[src/rtl/lap_pkg.sv]
// Shared widths, types and constants of the largest-remainder apportionment core.
package lap_pkg;

    localparam int SLOTS         = 7;
    localparam int FALLBACK_SLOT = 5;
    localparam int IN_W          = 32;
    localparam int VAL_W         = 31;
    localparam int SUM_W         = 34;
    localparam int PROD_W        = 2 * VAL_W;
    localparam int DIV_STAGES    = VAL_W;
    localparam int RANK_W        = 3;

    typedef logic [VAL_W-1:0] val_t;
    typedef logic [SUM_W-1:0] sum_t;
    typedef logic [RANK_W-1:0] rank_t;

    typedef struct packed {
        val_t total;
        logic tpos;
        sum_t sum;
    } meta_t;

endpackage

[src/rtl/lap_merge.sv]
// Merge stage: ranks remainders, hands out leftover units, holds the output register.
module lap_merge (
    input  logic                clk,
    input  logic                rst_n,
    input  logic                en,
    input  logic                load,
    input  logic                in_valid,
    input  lap_pkg::val_t       quot [lap_pkg::SLOTS],
    input  lap_pkg::sum_t       rem  [lap_pkg::SLOTS],
    input  lap_pkg::meta_t      meta,
    output lap_pkg::val_t       share [lap_pkg::SLOTS],
    output logic                result_valid,
    output logic                out_valid,
    output logic                m1_valid
);

    localparam int N  = lap_pkg::SLOTS;
    localparam int VW = lap_pkg::VAL_W;
    localparam int SW = lap_pkg::SUM_W;

    logic           m1_valid_reg;
    lap_pkg::val_t  q_reg    [N];
    lap_pkg::rank_t rank_reg [N];
    lap_pkg::sum_t  assigned_reg;
    lap_pkg::meta_t meta_reg;

    lap_pkg::rank_t rank_c [N];
    lap_pkg::sum_t  assigned_c;

    always_comb
    begin
        assigned_c = '0;
        for (int i = 0; i < N; i++)
        begin
            assigned_c = assigned_c + {{(SW-VW){1'b0}}, quot[i]};
            rank_c[i]  = '0;
            for (int k = 0; k < N; k++)
            begin
                if ((rem[k] > rem[i]) || ((rem[k] == rem[i]) && (k < i)))
                begin
                    rank_c[i] = rank_c[i] + 1'b1;
                end
            end
        end
    end

    always_ff @(posedge clk or negedge rst_n)
    begin
        if (!rst_n)
        begin
            m1_valid_reg <= 1'b0;
        end
        else if (en)
        begin
            m1_valid_reg <= in_valid;
        end
    end

    always_ff @(posedge clk)
    begin
        if (en)
        begin
            q_reg        <= quot;
            rank_reg     <= rank_c;
            assigned_reg <= assigned_c;
            meta_reg     <= meta;
        end
    end

    // leftover never exceeds six units
    lap_pkg::sum_t  left_full;
    lap_pkg::rank_t left;
    lap_pkg::val_t  share_next [N];
    logic           sum_zero;

    assign left_full = {{(SW-VW){1'b0}}, meta_reg.total} - assigned_reg;
    assign left      = left_full[lap_pkg::RANK_W-1:0];
    assign sum_zero  = (meta_reg.sum == '0);

    always_comb
    begin
        for (int i = 0; i < N; i++)
        begin
            if (!meta_reg.tpos)
            begin
                share_next[i] = '0;
            end
            else if (sum_zero)
            begin
                share_next[i] = (i == lap_pkg::FALLBACK_SLOT) ? meta_reg.total : '0;
            end
            else
            begin
                share_next[i] = q_reg[i] + {{(VW-1){1'b0}}, (rank_reg[i] < left)};
            end
        end
    end

    logic          out_valid_reg;
    logic          result_valid_reg;
    lap_pkg::val_t share_reg [N];

    always_ff @(posedge clk or negedge rst_n)
    begin
        if (!rst_n)
        begin
            out_valid_reg <= 1'b0;
        end
        else if (load)
        begin
            out_valid_reg <= m1_valid_reg;
        end
    end

    always_ff @(posedge clk)
    begin
        if (load)
        begin
            share_reg        <= share_next;
            result_valid_reg <= meta_reg.tpos;
        end
    end

    assign share        = share_reg;
    assign result_valid = result_valid_reg;
    assign out_valid    = out_valid_reg;
    assign m1_valid     = m1_valid_reg;

endmodule

[config.mk]
export PLATFORM = sky130hd
export DESIGN_NAME = lap_merge
export DESIGN_NICKNAME = d
export VERILOG_FILES = /design/src/rtl/lap_pkg.sv /design/src/rtl/lap_merge.sv
export SDC_FILE = /design/constraint.sdc
export NUM_CORES = 2
export LEC_CHECK = 0
export ABC_AREA = 1
export BUFFER_PORTS_ARGS = -buffer_cell sky130_fd_sc_hd__buf_4
export CAP_MARGIN = 10
export CORE_AREA = 2 2 294 296
export DETAILED_ROUTE_END_ITERATION = 7
export DIE_AREA = 0 0 296 298
export GPL_ROUTABILITY_DRIVEN = 0
export PLACE_DENSITY_LB_ADDON = 0.12
export SLEW_MARGIN = 10
export SYNTH_ARGS = -nofsm -noshare
export SYNTH_HDL_FRONTEND = slang
export SYNTH_SLANG_ARGS = --single-unit
[constraint.sdc]
create_clock -name clk -period 11.5 [get_ports clk]
set_input_delay 2.3 -clock clk [delete_from_list [all_inputs] [get_ports clk]]
set_output_delay 2.3 -clock clk [all_outputs]
set_load 0.02 [all_outputs]
==> metrics.txt <==
Die Area=between 0.08 and 0.09 sq mm; Initial DRT Pass Iterations=6; final hold vios=0; post-DP HPWL=121000 um; Critical Path Max Stage Delay=450 ps; EDFF count, synth=roughly 530; Area after DPL=0.0484 sq mm; met1 wire length=56200 um; Cell variety after synth=51; mapped cell area=0.0414 sq mm; Seq/Total Area, Yosys=around two fifths; top_reg_cell synth=edfxtp_1; wire length per cell=about 22 um; minimum clock period=approximately 6600 ps; Final Cell Area=slightly above 0.05 sq mm; Arr. time, crit path=just under 7000 ps; Die H=just under 300 um; Post-Place Cells=about 6600; vias in the first global route=35000; PwrDens=about 120 mW/mm^2; Routed met3 length=12400 um; DRC=0; H-tree depth=2; Crit Path Category=in2reg; Die X=296 um; Synth Net Count=6034; HP Class=reg2reg; Async SR Flop Fraction=less than 1%; clk buf depth=3; CTS Root Cell=clkbuf_16; most frequent cells in the layout=nand2_1, ha_1, buf_4, inv_1, edfxtp_1; initial core utilization=48.8%; Max-Cap Viols=0; total gr overflow=0; non-filler cells, final=6705; startpoint types=primary input; RSZ-0062 raised after global routing=false; Final Max Slew Viols=0; maximum VDD drop=between 0.0001 and 0.00015 V; CTS Buf Count=58; # IOs=~750; post_cts resized=0; FMAX=0.152 GHz; Worst-path clk slew=approximately 60 ps; Ys Warns=0; commonest non-fill, non-tap cell in the layout=nand2_1; fin crit share=a little under three fifths; Avg Cell Area, Syn=8.78 sq um; leak pwr=between 20 and 25 nW; Worst Skew=24.4 ps; TNS Setup=0 ps; critical path's slowest cell=a31oi_1; TritonCTS clock tree=yes; Vias=about 37000; top routing layer used=met5; status=finished clean; nets=a little under 7000; Tot GR Track Use=about 32%; Max-slew headroom=roughly 31%; CP max FO=5; global-route wire length before repair=around 210000 um; Clk Latency, worst-skew pair=~620 ps; largest net degree at the start of global routing=roughly 120; actual slew at the worst max-slew pin=about 1000 ps; initial antenna violation count=24; # setup viols final=0; Routed Antenna Nets=0; Hold-fix buffers, CTS=0; Core ar.=~0.085 sq mm; IO buf count=between 700 and 800; #FFs+latches synth=527; synthesized netlist cell count=roughly 4700; area added between synthesis and finish=21.3%; layout cells sized above 1=between 15 and 20%; Via density=5.54; initial drt markers=about 3000; Final Routed Wirelength=147000 um; worst endpoint required time=~12000 ps; post-CTS setup repair buffer count=0; Std-Cell Rows=roughly 110; WL met2=68800 um; CTS Sinks=~530; crit path capture type=register
metrics by stage:
stage	power [W]	setup slack (ps)	util (%)	hold slack, ps
after floorplan	0.00357	5360	-	490
after global placement	0.00429	4450	57.1	514
after detailed placement	0.00434	4390	57.1	540
after CTS	0.00613	5030	59.2	553
after global routing	0.00646	4630	59.2	602
final	0.00609	4930	59.2	560
Yosys cell counts (2+ instances only):
cell | count | area, sq um
a31oi_1 | 11 | 68.8
nand2_2 | 3 | 18.8
or4_1 | 2 | 15.0
o221ai_1 | 2 | 17.5
fa_1 | 7 | 140
a21oi_1 | 409 | 2050
buf_2 | 9 | 45.0
nand4_1 | 130 | 813
nor3_4 | 2 | 32.5
nor3_2 | 9 | 90.1
o21a_1 | 32 | 240
a211oi_1 | 6 | 45.0
a21boi_1 | 3 | 22.5
o211ai_1 | 17 | 128
o21ai_0 | 182 | 911
xor2_1 | 68 | 596
nor2_1 | 409 | 1540
nor4_2 | 2 | 25.0
nand3_1 | 206 | 1030
clkbuf_1 | 18 | 67.6
o21ai_1 | 10 | 50.1
nor2_2 | 4 | 25.0
ha_1 | 785 | 9820
and2_1 | 11 | 68.8
edfxtp_1 | 525 | 15800
and3_1 | 9 | 56.3
a221oi_1 | 2 | 17.5
nand3b_1 | 8 | 60.1
nor3b_1 | 38 | 285
or2_2 | 11 | 68.8
o2111ai_1 | 12 | 105
nor3_1 | 113 | 566
inv_2 | 25 | 93.8
dfrtp_1 | 2 | 50.1
o21bai_1 | 7 | 52.6
nor4_1 | 32 | 200
nand2_1 | 866 | 3250
a41oi_1 | 2 | 17.5
a21o_1 | 9 | 67.6
inv_1 | 677 | 2540
xnor2_1 | 31 | 272
worst paths after layout:
| path | from | to | slack, ps | depth (start not counted) |
|---|---|---|---|---|
| setup / recovery | rem[91] | rank_reg[8] | 4930 | 29 |
| hold / removal | out_valid | out_valid | 560 | 2 |
| setup reg to reg | meta_reg[35] | share[61] | 6570 | 22 |
| hold reg to reg | out_valid | out_valid | 560 | 2 |
| max in group asynchronous | rst_n | m1_valid | 9960 | 1 |
| min in group asynchronous | rst_n | out_valid | 1450 | 1 |
where the power goes:
group	switching, W	internal, W
registers	0.0000963	0.00235
logic	0.00114	0.000731
clock network	0.000750	0.00102
total	0.00199	0.00411
final cells by class:
cell class | instances | area [sq um]
clock buffers | 71 | 1520
flip-flops and latches | 527 | 15800
repair buffers | 755 | 5680
diodes | 19 | 47.5
fillers | 7666 | 34600
clock inverters | 27 | 250
inverters | 703 | 2640
well taps | 1144 | 1430
multi-input cells | 3459 | 22900
per-layer routing:
metal / track usage [%] / vias up
li1: - / 18000
met1: 39.0 / 17300
met2: 54.0 / 1504
met3: 6.12 / 363
met4: 18.7 / 10
met5: 0 / -
cells by family after synthesis:
logic type | share of synthesized area, %
xor gates and xnor gates | 2.13
and+or+nand+nor | 19.8
AOI/OAI and AO/OA | 9.19
DFF | 38.2
adders and majority gates | 24.0
buffers and inverters | 6.65
worst max-delay path: cells and delay by family:
family | cells | cell delay, ps
and+or+nand+nor | 14 | 2050
adders and majority gates | 4 | 980
buffers and inverters | 7 | 690
AOI/OAI and AO/OA | 3 | 690
xor gates and xnor gates | 1 | 190
Power figures use the tool's default switching activity.
